==> src/sv/scaler_ratio_and_coef_table_assert.svh <==
// Assertion macros for the top RTL file of the resize coefficient table.
`ifndef SCALER_RATIO_AND_COEF_TABLE_ASSERT_SVH
`define SCALER_RATIO_AND_COEF_TABLE_ASSERT_SVH

// Same-cycle implication, checked outside reset.
`define SCRT_ASSERT_NOW(label, clk, rstn, ante, cons, msg) \
    label: assert property (@(posedge clk) disable iff (!rstn) (ante) |-> (cons)) \
        else $error(msg);

// Next-cycle implication, checked outside reset.
`define SCRT_ASSERT_NEXT(label, clk, rstn, ante, cons, msg) \
    label: assert property (@(posedge clk) disable iff (!rstn) (ante) |=> (cons)) \
        else $error(msg);

`endif

==> src/sv/scrt_pkg.sv <==
package scrt_pkg;

    localparam int MAX_TERM_DEF  = 20;
    localparam int SIZE_BITS_DEF = 12;
    localparam int WEIGHT_BITS   = 8;
    localparam logic [WEIGHT_BITS-1:0] FULL_WEIGHT = 8'd128;
    localparam logic [WEIGHT_BITS-1:0] HALF_WEIGHT = 8'd64;

    typedef enum logic [3:0] {
        ST_IDLE,
        ST_CHK,
        ST_ERR,
        ST_CMP,
        ST_SZ_MUL,
        ST_SZ_DIV,
        ST_SZ_WAIT,
        ST_SZ_STEP,
        ST_NMOD_DIV,
        ST_NMOD_WAIT,
        ST_W_DIV,
        ST_W_WAIT,
        ST_OUT
    } state_t;

    typedef enum logic [1:0] {
        DIV_SIZE,
        DIV_NMOD,
        DIV_WEIGHT
    } div_sel_t;

    typedef struct packed {
        logic     load_in;
        logic     srch_mul;
        logic     srch_err;
        logic     srch_cmp;
        logic     srch_adv;
        logic     sz_mul;
        logic     div_start;
        div_sel_t div_sel;
        logic     sz_load;
        logic     sz_step;
        logic     ent_init;
        logic     emit;
        logic     ent_adv;
    } cmd_t;

    typedef struct packed {
        logic skip;
        logic cand_last;
        logic div_busy;
        logic sz_stop;
        logic ent_last;
        logic out_fire;
    } stat_t;

endpackage

==> src/sv/scaler_ratio_and_coef_table.sv <==
// Sequence: a multiply, a subtract and a compare per ratio candidate (skipped ones are passed
// over), a serial divide, one step per trimmed pixel of the size search (up to the source
// size), a second divide, then a serial divide per coefficient beat.
// Throughput: one item at a time; the next item is taken once the last beat has left.
// Reset: aresetn is synchronous and active low; it idles the controller and drops m_valid.
module scaler_ratio_and_coef_table #(
    parameter int MAX_TERM  = scrt_pkg::MAX_TERM_DEF,
    parameter int SIZE_BITS = scrt_pkg::SIZE_BITS_DEF,
    localparam int TB = $clog2(MAX_TERM + 1)
) (
    input  logic                             aclk,
    input  logic                             aresetn,
    input  logic                             s_valid,
    output logic                             s_ready,
    input  logic [SIZE_BITS-1:0]             s_src_size,
    input  logic [SIZE_BITS-1:0]             s_dst_size,
    output logic                             m_valid,
    input  logic                             m_ready,
    output logic [TB-1:0]                    m_entry_index,
    output logic [scrt_pkg::WEIGHT_BITS-1:0] m_weight,
    output logic                             m_take_input,
    output logic                             m_give_output,
    output logic [TB-1:0]                    m_ratio_num,
    output logic [TB-1:0]                    m_ratio_den,
    output logic                             m_is_upscale,
    output logic [SIZE_BITS-1:0]             m_achieved_size,
    output logic [SIZE_BITS-1:0]             m_trim,
    output logic                             m_last_entry
);

`include "scaler_ratio_and_coef_table_assert.svh"

    // The controller sequences the search, the size loop and the beats; the datapath
    // holds every counter and arithmetic unit and reports back through status flags.
    scrt_pkg::cmd_t  cmd;
    scrt_pkg::stat_t stat;

    scrt_ctrl u_ctrl (
        .aclk    (aclk),
        .aresetn (aresetn),
        .s_valid (s_valid),
        .s_ready (s_ready),
        .stat    (stat),
        .cmd     (cmd)
    );

    scrt_dp #(
        .MAX_TERM  (MAX_TERM),
        .SIZE_BITS (SIZE_BITS)
    ) u_dp (
        .aclk            (aclk),
        .aresetn         (aresetn),
        .cmd             (cmd),
        .stat            (stat),
        .s_src_size      (s_src_size),
        .s_dst_size      (s_dst_size),
        .m_ready         (m_ready),
        .m_valid         (m_valid),
        .m_entry_index   (m_entry_index),
        .m_weight        (m_weight),
        .m_take_input    (m_take_input),
        .m_give_output   (m_give_output),
        .m_ratio_num     (m_ratio_num),
        .m_ratio_den     (m_ratio_den),
        .m_is_upscale    (m_is_upscale),
        .m_achieved_size (m_achieved_size),
        .m_trim          (m_trim),
        .m_last_entry    (m_last_entry)
    );

    // The block never takes a new item while a beat is on offer.
    `SCRT_ASSERT_NOW(a_no_overlap, aclk, aresetn, m_valid, !s_ready, "input taken during output")
    // The final beat of a run returns the block to idle.
    `SCRT_ASSERT_NEXT(a_last_idle, aclk, aresetn, m_valid && m_ready && m_last_entry, s_ready, "no idle after last beat")
    // Entry index stays inside the table that the chosen ratio defines.
    `SCRT_ASSERT_NOW(a_idx_range, aclk, aresetn, m_valid, m_is_upscale ? (m_entry_index < m_ratio_den) : (m_entry_index < m_ratio_num), "entry index out of range")

endmodule

==> src/sv/scrt_ctrl.sv <==
module scrt_ctrl (
    input  logic             aclk,
    input  logic             aresetn,
    input  logic             s_valid,
    output logic             s_ready,
    input  scrt_pkg::stat_t  stat,
    output scrt_pkg::cmd_t   cmd
);

    scrt_pkg::state_t state_reg, state_next;

    always_ff @(posedge aclk) begin
        if (!aresetn) begin
            state_reg <= scrt_pkg::ST_IDLE;
        end else begin
            state_reg <= state_next;
        end
    end

    always_comb begin
        state_next = state_reg;
        cmd        = '0;
        cmd.div_sel = scrt_pkg::DIV_SIZE;
        s_ready    = 1'b0;
        unique case (state_reg)
            scrt_pkg::ST_IDLE: begin
                s_ready = 1'b1;
                if (s_valid) begin
                    cmd.load_in = 1'b1;
                    state_next  = scrt_pkg::ST_CHK;
                end
            end
            scrt_pkg::ST_CHK: begin
                if (stat.skip) begin
                    cmd.srch_adv = 1'b1;
                end else begin
                    cmd.srch_mul = 1'b1;
                    state_next   = scrt_pkg::ST_ERR;
                end
            end
            scrt_pkg::ST_ERR: begin
                cmd.srch_err = 1'b1;
                state_next   = scrt_pkg::ST_CMP;
            end
            scrt_pkg::ST_CMP: begin
                cmd.srch_cmp = 1'b1;
                if (stat.cand_last) begin
                    state_next = scrt_pkg::ST_SZ_MUL;
                end else begin
                    cmd.srch_adv = 1'b1;
                    state_next   = scrt_pkg::ST_CHK;
                end
            end
            scrt_pkg::ST_SZ_MUL: begin
                cmd.sz_mul = 1'b1;
                state_next = scrt_pkg::ST_SZ_DIV;
            end
            scrt_pkg::ST_SZ_DIV: begin
                cmd.div_start = 1'b1;
                cmd.div_sel   = scrt_pkg::DIV_SIZE;
                state_next    = scrt_pkg::ST_SZ_WAIT;
            end
            scrt_pkg::ST_SZ_WAIT: begin
                if (!stat.div_busy) begin
                    cmd.sz_load = 1'b1;
                    state_next  = scrt_pkg::ST_SZ_STEP;
                end
            end
            scrt_pkg::ST_SZ_STEP: begin
                cmd.sz_step = 1'b1;
                if (stat.sz_stop) begin
                    state_next = scrt_pkg::ST_NMOD_DIV;
                end
            end
            scrt_pkg::ST_NMOD_DIV: begin
                cmd.div_start = 1'b1;
                cmd.div_sel   = scrt_pkg::DIV_NMOD;
                state_next    = scrt_pkg::ST_NMOD_WAIT;
            end
            scrt_pkg::ST_NMOD_WAIT: begin
                if (!stat.div_busy) begin
                    cmd.ent_init = 1'b1;
                    state_next   = scrt_pkg::ST_W_DIV;
                end
            end
            scrt_pkg::ST_W_DIV: begin
                cmd.div_start = 1'b1;
                cmd.div_sel   = scrt_pkg::DIV_WEIGHT;
                state_next    = scrt_pkg::ST_W_WAIT;
            end
            scrt_pkg::ST_W_WAIT: begin
                if (!stat.div_busy) begin
                    cmd.emit   = 1'b1;
                    state_next = scrt_pkg::ST_OUT;
                end
            end
            scrt_pkg::ST_OUT: begin
                if (stat.out_fire) begin
                    cmd.ent_adv = 1'b1;
                    state_next  = stat.ent_last ? scrt_pkg::ST_IDLE : scrt_pkg::ST_W_DIV;
                end
            end
            default: begin
                state_next = scrt_pkg::ST_IDLE;
            end
        endcase
    end

endmodule

==> src/sv/scrt_dp.sv <==
module scrt_dp #(
    parameter int MAX_TERM  = scrt_pkg::MAX_TERM_DEF,
    parameter int SIZE_BITS = scrt_pkg::SIZE_BITS_DEF,
    localparam int TB = $clog2(MAX_TERM + 1)
) (
    input  logic                             aclk,
    input  logic                             aresetn,
    input  scrt_pkg::cmd_t                   cmd,
    output scrt_pkg::stat_t                  stat,
    input  logic [SIZE_BITS-1:0]             s_src_size,
    input  logic [SIZE_BITS-1:0]             s_dst_size,
    input  logic                             m_ready,
    output logic                             m_valid,
    output logic [TB-1:0]                    m_entry_index,
    output logic [scrt_pkg::WEIGHT_BITS-1:0] m_weight,
    output logic                             m_take_input,
    output logic                             m_give_output,
    output logic [TB-1:0]                    m_ratio_num,
    output logic [TB-1:0]                    m_ratio_den,
    output logic                             m_is_upscale,
    output logic [SIZE_BITS-1:0]             m_achieved_size,
    output logic [SIZE_BITS-1:0]             m_trim,
    output logic                             m_last_entry
);

    localparam int PW  = SIZE_BITS + TB;
    localparam int AW  = 2 * TB + 1;
    localparam int CW  = PW + 1;
    localparam int DCW = $clog2(PW + 1);
    localparam int WB  = scrt_pkg::WEIGHT_BITS;
    localparam logic [TB-1:0] TERM_MAX = TB'(MAX_TERM);

    // Input sizes and ratio search.
    logic [SIZE_BITS-1:0] s_reg, d_reg;
    logic                 up_reg;
    logic [TB-1:0]        n_reg, m_reg, best_n_reg, best_m_reg, best_den_reg;
    logic                 have_reg;
    logic [PW-1:0]        prod_a_reg, prod_b_reg, err_reg, best_err_reg;
    logic [PW+TB-1:0]     lhs, rhs;
    logic                 better;

    // Serial divider.
    logic [PW-1:0]  div_num_reg, div_q_reg, div_dividend;
    logic [TB-1:0]  div_den_reg, div_rem_reg;
    logic [DCW-1:0] div_cnt_reg;
    logic           div_busy_reg;
    logic [TB:0]    rem_sh, rem_sub;
    logic           rem_ge;

    // Output size search.
    logic [SIZE_BITS-1:0] delta_reg, ach_reg, trim_reg;
    logic [PW-1:0]        p0_reg, q_reg;
    logic [TB-1:0]        r_reg;
    logic [CW-1:0]        cal;
    logic [TB+1:0]        r1, r2, r3;
    logic [PW-1:0]        q_step;

    // Entry generation.
    logic [TB-1:0]  i_reg, rmod_reg, amod_reg, nmod_reg;
    logic [AW-1:0]  in_reg, tm_reg, a_reg, im1_reg, xn_reg;
    logic [TB-1:0]  count, rmod_nx, amod_nx;
    logic [TB:0]    rmod_sum, amod_sum;
    logic [TB-1:0]  wfac;
    logic           take, give, tadv, c1, c2;
    logic [WB-1:0]  wsel;
    logic [TB-1:0]  out_idx_reg;
    logic [WB-1:0]  out_w_reg;
    logic           out_take_reg, out_give_reg, out_last_reg, out_valid_reg;

    // Search datapath: a candidate costs one multiply stage, one subtract and one compare.
    assign lhs    = (PW+TB)'(err_reg) * (PW+TB)'(best_den_reg);
    assign rhs    = (PW+TB)'(best_err_reg) * (PW+TB)'(m_reg);
    assign better = !have_reg || (lhs < rhs);

    always_ff @(posedge aclk) begin
        if (cmd.load_in) begin
            s_reg        <= (s_src_size == '0) ? SIZE_BITS'(1) : s_src_size;
            d_reg        <= (s_dst_size == '0) ? SIZE_BITS'(1) : s_dst_size;
            up_reg       <= ((s_dst_size == '0) ? SIZE_BITS'(1) : s_dst_size)
                            >= ((s_src_size == '0) ? SIZE_BITS'(1) : s_src_size);
            n_reg        <= TB'(1);
            m_reg        <= TB'(1);
            have_reg     <= 1'b0;
            best_den_reg <= TB'(1);
            best_n_reg   <= TB'(1);
            best_m_reg   <= TB'(1);
        end
        if (cmd.srch_mul) begin
            prod_a_reg <= PW'(s_reg) * PW'(m_reg);
            prod_b_reg <= PW'(n_reg) * PW'(d_reg);
        end
        if (cmd.srch_err) begin
            err_reg <= (prod_a_reg > prod_b_reg) ? prod_a_reg - prod_b_reg
                                                 : prod_b_reg - prod_a_reg;
        end
        if (cmd.srch_cmp && better) begin
            have_reg     <= 1'b1;
            best_err_reg <= err_reg;
            best_den_reg <= m_reg;
            best_n_reg   <= n_reg;
            best_m_reg   <= m_reg;
        end
        if (cmd.srch_adv) begin
            if (m_reg == TERM_MAX) begin
                m_reg <= TB'(1);
                n_reg <= n_reg + TB'(1);
            end else begin
                m_reg <= m_reg + TB'(1);
            end
        end
    end

    // Restoring divider, one quotient bit per cycle.
    always_comb begin
        case (cmd.div_sel)
            scrt_pkg::DIV_SIZE:   div_dividend = p0_reg;
            scrt_pkg::DIV_NMOD:   div_dividend = PW'(best_n_reg);
            scrt_pkg::DIV_WEIGHT: div_dividend = PW'({wfac, 7'd0});
            default:              div_dividend = '0;
        endcase
    end

    assign rem_sh  = {div_rem_reg, div_num_reg[PW-1]};
    assign rem_ge  = rem_sh >= {1'b0, div_den_reg};
    assign rem_sub = rem_sh - {1'b0, div_den_reg};

    always_ff @(posedge aclk) begin
        if (!aresetn) begin
            div_busy_reg <= 1'b0;
        end else if (cmd.div_start) begin
            div_busy_reg <= 1'b1;
        end else if (div_busy_reg && div_cnt_reg == DCW'(1)) begin
            div_busy_reg <= 1'b0;
        end
        if (cmd.div_start) begin
            div_num_reg <= div_dividend;
            div_den_reg <= (cmd.div_sel == scrt_pkg::DIV_SIZE) ? best_n_reg : best_m_reg;
            div_rem_reg <= '0;
            div_q_reg   <= '0;
            div_cnt_reg <= DCW'(PW);
        end else if (div_busy_reg) begin
            div_rem_reg <= rem_ge ? rem_sub[TB-1:0] : rem_sh[TB-1:0];
            div_num_reg <= {div_num_reg[PW-2:0], 1'b0};
            div_q_reg   <= {div_q_reg[PW-2:0], rem_ge};
            div_cnt_reg <= div_cnt_reg - DCW'(1);
        end
    end

    // Output size search: k drops by one per step, so the quotient by n is kept
    // up to date with at most two corrections.
    always_comb begin
        if (up_reg) begin
            cal = CW'(q_reg) + ((r_reg == '0) ? CW'(1) : CW'(2));
        end else begin
            cal = CW'(q_reg) + ((r_reg == '0) ? CW'(0) : CW'(1));
        end
        r1     = {2'b00, r_reg} - {2'b00, best_m_reg};
        r2     = r1 + {2'b00, best_n_reg};
        r3     = r2 + {2'b00, best_n_reg};
        q_step = q_reg;
        if (r1[TB+1]) begin
            q_step = q_reg - PW'(1);
            if (r2[TB+1]) begin
                q_step = q_reg - PW'(2);
            end
        end
    end

    always_ff @(posedge aclk) begin
        if (cmd.sz_mul) begin
            p0_reg <= PW'(s_reg - SIZE_BITS'(1)) * PW'(best_m_reg);
        end
        if (cmd.sz_load) begin
            q_reg     <= div_q_reg;
            r_reg     <= div_rem_reg;
            delta_reg <= SIZE_BITS'(1);
        end
        if (cmd.sz_step) begin
            if (stat.sz_stop) begin
                ach_reg  <= cal[SIZE_BITS-1:0];
                trim_reg <= delta_reg - SIZE_BITS'(1);
            end else begin
                delta_reg <= delta_reg + SIZE_BITS'(1);
                q_reg     <= q_step;
                r_reg     <= !r1[TB+1] ? r1[TB-1:0] : (!r2[TB+1] ? r2[TB-1:0] : r3[TB-1:0]);
            end
        end
    end

    // Coefficient entries.
    always_comb begin
        count    = up_reg ? best_m_reg : best_n_reg;
        rmod_sum = {1'b0, rmod_reg} + {1'b0, best_n_reg};
        rmod_nx  = (rmod_sum >= {1'b0, best_m_reg}) ? TB'(rmod_sum - {1'b0, best_m_reg})
                                                    : rmod_sum[TB-1:0];
        amod_sum = {1'b0, amod_reg} + {1'b0, nmod_reg};
        amod_nx  = (amod_sum >= {1'b0, best_m_reg}) ? TB'(amod_sum - {1'b0, best_m_reg})
                                                    : amod_sum[TB-1:0];
        c1       = (a_reg + AW'(1)) >= im1_reg;
        c2       = (a_reg + AW'(1)) == (im1_reg - AW'(best_m_reg));
        tadv     = 1'b0;
        take     = 1'b1;
        give     = 1'b1;
        wsel     = div_q_reg[WB-1:0];
        if (up_reg) begin
            wfac = best_m_reg - rmod_reg;
            take = tm_reg <= in_reg;
        end else begin
            wfac = best_m_reg - TB'(1) - amod_reg;
            if (best_m_reg == TB'(1)) begin
                wsel = (i_reg == '0) ? scrt_pkg::HALF_WEIGHT : '0;
                give = i_reg == '0;
            end else begin
                tadv = !c1;
                if (c1) begin
                    wsel = '0;
                end else if (c2) begin
                    wsel = scrt_pkg::FULL_WEIGHT;
                end
                give = !((xn_reg + AW'(1)) >= im1_reg);
            end
        end
    end

    always_ff @(posedge aclk) begin
        if (cmd.ent_init) begin
            nmod_reg <= div_rem_reg;
            i_reg    <= '0;
            in_reg   <= '0;
            rmod_reg <= '0;
            tm_reg   <= '0;
            a_reg    <= '0;
            amod_reg <= '0;
            im1_reg  <= AW'(best_m_reg);
            xn_reg   <= '0;
        end
        if (cmd.ent_adv) begin
            i_reg    <= i_reg + TB'(1);
            in_reg   <= in_reg + AW'(best_n_reg);
            rmod_reg <= rmod_nx;
            im1_reg  <= im1_reg + AW'(best_m_reg);
            if (up_reg && take) begin
                tm_reg <= tm_reg + AW'(best_m_reg);
            end
            if (tadv) begin
                a_reg    <= a_reg + AW'(best_n_reg);
                amod_reg <= amod_nx;
            end
            if (give) begin
                xn_reg <= xn_reg + AW'(best_n_reg);
            end
        end
        if (cmd.emit) begin
            out_idx_reg  <= i_reg;
            out_w_reg    <= wsel;
            out_take_reg <= take;
            out_give_reg <= give;
            out_last_reg <= (i_reg + TB'(1)) == count;
        end
    end

    always_ff @(posedge aclk) begin
        if (!aresetn) begin
            out_valid_reg <= 1'b0;
        end else if (cmd.emit) begin
            out_valid_reg <= 1'b1;
        end else if (m_ready) begin
            out_valid_reg <= 1'b0;
        end
    end

    always_comb begin
        stat.skip      = {1'b0, m_reg} > {n_reg, 1'b0};
        stat.cand_last = (n_reg == TERM_MAX) && (m_reg == TERM_MAX);
        stat.div_busy  = div_busy_reg;
        stat.sz_stop   = (cal <= CW'(d_reg)) || (delta_reg >= s_reg);
        stat.ent_last  = out_last_reg;
        stat.out_fire  = out_valid_reg && m_ready;
    end

    assign m_valid         = out_valid_reg;
    assign m_entry_index   = out_idx_reg;
    assign m_weight        = out_w_reg;
    assign m_take_input    = out_take_reg;
    assign m_give_output   = out_give_reg;
    assign m_ratio_num     = best_n_reg;
    assign m_ratio_den     = best_m_reg;
    assign m_is_upscale    = up_reg;
    assign m_achieved_size = ach_reg;
    assign m_trim          = trim_reg;
    assign m_last_entry    = out_last_reg;

endmodule

==> config.mk <==
export PLATFORM = sky130hd
export DESIGN_NAME = scaler_ratio_and_coef_table
export DESIGN_NICKNAME = d
export VERILOG_FILES = /design/src/sv/scrt_pkg.sv /design/src/sv/scaler_ratio_and_coef_table.sv /design/src/sv/scrt_ctrl.sv /design/src/sv/scrt_dp.sv
export VERILOG_INCLUDE_DIRS = /design/src /design/src/sv
export SDC_FILE = /design/constraint.sdc
export NUM_CORES = 2
export LEC_CHECK = 0
export BUFFER_PORTS_ARGS = -buffer_cell sky130_fd_sc_hd__buf_2
export CORE_MARGIN = 5
export CORE_UTILIZATION = 55
export DETAILED_ROUTE_END_ITERATION = 12
export HOLD_SLACK_MARGIN = 0.1
export PLACE_DENSITY = 0.72
export SKIP_CTS_REPAIR_TIMING = 1
export SLEW_MARGIN = 20
export SYNTH_ARGS = -nofsm -noshare
export SYNTH_HDL_FRONTEND = slang
export SYNTH_SLANG_ARGS = --single-unit
==> constraint.sdc <==
create_clock -name aclk -period 11.93 [get_ports aclk]
set_clock_uncertainty 0.05 [all_clocks]
set_input_delay 0.5965 -clock aclk [delete_from_list [all_inputs] [get_ports aclk]]
set_output_delay 0.5965 -clock aclk [all_outputs]
set_load 0.02 [all_outputs]
==> impl_metrics.yaml <==
routing:
  firstDrtPassIters: 5
  drtIter0Drc: 1628
  routed_wl_mm: 72.5
  vias: 23700
  viasPerCell: 5.64
  drtAntennaViolNets: 0
  wire_per_inst_um: 17.3
  drc_errors: 0
grt:
  met1_usage_pct: 31.8
  grt_usage_pct: 23.2
  antenna_found_initial: 1
  grt_max_degree: 46
  grt_remaining_overflow: 0
  grt_pass1_vias: 23400
  grt_pass1_wl_mm: 120
  grt_use_met2_pct: 39.6
  gr-usage-met3_pct: 2.87
  busiest_layer: "met2"
yosys:
  syn_area_sq_um: 31300
  synth-seq-area-share_pct: 29.2
  postSynth.asyncResetShare_pct: 0
  synth-seq-cells: 335
  syn_nets: 3972
  synth_edf_count: 241
  ys.flop_type: "edfxtp_1"
  ys_warn_count: 0
  yosysUniqueCellTypes: 72
  synthesis.instances: 3385
  avgSynthCellArea_sq_um: 9.24
setup_path:
  reg2reg_depth: 25
  critical_path.max_fanout: 29
  cp_data_arrival_time_ns: 7.86
  crit_required_ns: 12.12
  crit_type: "reg -> reg"
  reg2reg_slack_ns: 4.25
  cp-start-kind: "flop"
  end_kind: "flop"
timing:
  final.setup.worst_slack_ns: 4.25
  fin_setup_tns_ns: 0
  layout_min_cycle_time_ns: 7.68
  hold_viol: 0
  slew-limit-headroom_pct: 30.2
  hold_ws_ns: 0.200
  post-route-period-util_pct: 64.3
  rsz0062_at_grt: "false"
  finalSetupViolations: 0
  worst_slew_pin_slew_ns: 1.04
  fmax_mhz: 130
  maxSlewViolCount: 0
clocking:
  cts.sinks: 335
  root_buffer: "clkbuf_16"
  h-tree-depth: 2
  numCtsBuffers: 38
  clockBufferDepth: 3
  clkLatencyLatePin_ns: 0.57
  clk_pin_slew_ns: 0.06
  cts_tree: "yes"
placed_design:
  gp_congestion: 0.894
  place_ws_ns: 3.93
  dpl_cell_area_sq_um: 32400
  dp_hpwl_mm: 55.5
  io_buffers: 80
  dp_cells: 4120
power:
  powerDensity_nw_per_um2: 286
  p_int_uw: 5150
  p_leak_uw: 0.0156
  p_seq_share_pct: 17.6
  pwr-share-comb_pct: 69.9
  p_sw_share_pct: 46.5
  pwr-share-clk_pct: 12.5
  vdd_drop_max_mv: 0.304
  p_switching_uw: 4480
flow_run:
  drv_cap: 0
layout:
  regArea_sq_um: 9120
  area_growth_pct: 7.72
  fill_cells: 4924
  final_net_count: 3991
  finalNonFillerCells: 4191
  final_cell_area_sq_um: 33700
  multi_input_area_sq_um: 20100
  drive_gt1_share_pct: 6.29
floorplan:
  die_area_sq_um: 61700
  start_util_pct: 55.5
  die_h_um: 248
  io-pin-count: 81
  core_area_sq_um: 56400
  rows: 87
  die_w_um: 248
hold_path:
  hold_depth: 1
  min_path_type: "in -> reg"
outcome:
  status: "complete, no violations"
[power groups by stage]
stage	Clock [uW]	Combinational [uW]	Sequential, uW
3_3_place_gp	0	6550	1720
4_1_cts	1220	6780	1690
5_1_grt	1270	7740	1710
2_1_floorplan	0	5300	1640
6_report	1200	6740	1700
3_5_place_dp	0	6720	1720
[cells by family (layout without fill, tap and decap cells)]
logic type      after synthesis  count (layout)  synth area share [%]
compound gates              595             595                  12.3
fa+ha+maj                   559             559                  27.3
xor+xnor                    226             226                  6.33
flops                       335             335                  29.2
simple gates               1052            1052                  16.2
mux                          62              62                  2.00
buf+inv                     556             605                  6.70
other cells                   0               1                     0
[area by class of cell]
class / instances / share of cell area [%]
Antenna cell: 1 / 0.00743
Clock buffer: 50 / 3.18
Clock inverter: 20 / 0.609
Inverter: 423 / 4.71
Multi-Input combinational cell: 2494 / 59.7
Sequential cell: 335 / 27.1
Tap cell: 756 / 2.81
Timing Repair Buffer: 112 / 1.90
[critical path, cell delays in order, from the launching register on]
cell and delay [ns]:
edfxtp_1 0.61, buf_4 0.39, and2_1 0.19, fa_1 0.44, fa_1 0.55, inv_1 0.06
fa_1 0.55, inv_1 0.05, ha_1 0.35, nand2_1 0.11, o21ai_0 0.11, o31ai_1 0.38
o21bai_1 0.12, a21o_1 0.22, a31oi_1 0.20, xnor2_1 0.14, ha_1 0.26, a21o_1 0.15
a21o_1 0.16, a21o_1 0.16, a21o_1 0.16, a21oi_1 0.13, o21ai_0 0.20, a2111oi_0 0.57
o21a_2 0.65, or2_2 0.36
[final timing paths]
kind                                            end                               from
hold / removal              u_dp.s_reg[1]$_DFFE_PP_                      s_src_size[1]
hold reg to reg               u_dp.r_reg[0]$_DFF_P_              u_dp.r_reg[0]$_DFF_P_
setup / recovery  u_dp.m_ratio_num[0]$_SDFFCE_PN1P_  u_dp.m_ratio_den[2]$_SDFFCE_PN0P_
setup reg to reg  u_dp.m_ratio_num[0]$_SDFFCE_PN1P_  u_dp.m_ratio_den[2]$_SDFFCE_PN0P_
[layout by cell type, fill, tap and decap left out, types with 16 or more instances in the layout]
cell	count
inv_1	419
ha_1	352
nand2_1	320
edfxtp_1	241
nor2_1	231
fa_1	207
and2_1	167
a21oi_1	164
xnor2_1	142
o21ai_0	125
dfxtp_1	93
nand3_1	91
a21o_1	85
xor2_1	84
buf_2	80
mux2i_1	58
nor3_1	54
nand4_1	44
clkbuf_16	41
nor2b_1	38
buf_4	32
o21a_1	31
a31oi_1	24
nand2b_1	23
or3_1	22
o31ai_1	20
a211oi_1	20
o21bai_1	16
o211ai_1	16
[Yosys cell counts (all sizes together) (6+ instances only)]
master | count | area (sq um)
nand4 | 44 | 275
nor2 | 233 | 875
o31ai | 20 | 150
a21oi | 164 | 821
clkbuf | 123 | 462
dfxtp | 94 | 1880
a41oi | 8 | 70.1
or2 | 9 | 56.3
nor3 | 57 | 297
fa | 207 | 4140
o221a | 6 | 67.6
nor4 | 15 | 93.8
inv | 420 | 1580
o21bai | 16 | 120
a2111oi | 8 | 78.8
and2 | 167 | 1040
o22ai | 7 | 43.8
o211ai | 16 | 120
mux2i | 58 | 581
buf | 10 | 45.0
nand3 | 92 | 460
a21boi | 10 | 75.1
xnor2 | 142 | 1240
o21a | 32 | 240
a31o | 9 | 78.8
a31oi | 24 | 150
nand2b | 23 | 144
or3 | 22 | 138
nor2b | 39 | 244
o21ai | 125 | 626
edfxtp | 241 | 7240
xor2 | 84 | 736
a21o | 85 | 638
a211oi | 20 | 150
nand2 | 320 | 1200
o2111ai | 6 | 52.6
ha | 352 | 4400
and3 | 14 | 87.6
[per-layer routing]
layer | part of all wire [%] | vias to the layer above
met5 | 0 | -
met4 | 2.2 | 0
met3 | 5.2 | 106
met2 | 48 | 579
met1 | 45 | 11400
li1 | - | 11500
[per-stage QoR]
step | utilization (%) | total power (uW)
finish | 59.8 | 9630
global route | 59.7 | 10700
CTS | 59.7 | 9700
detailed placement | 57.5 | 8440
global placement | 57.5 | 8270
floorplan | - | 6950
No activity file was read; power rests on OpenSTA's default activity.
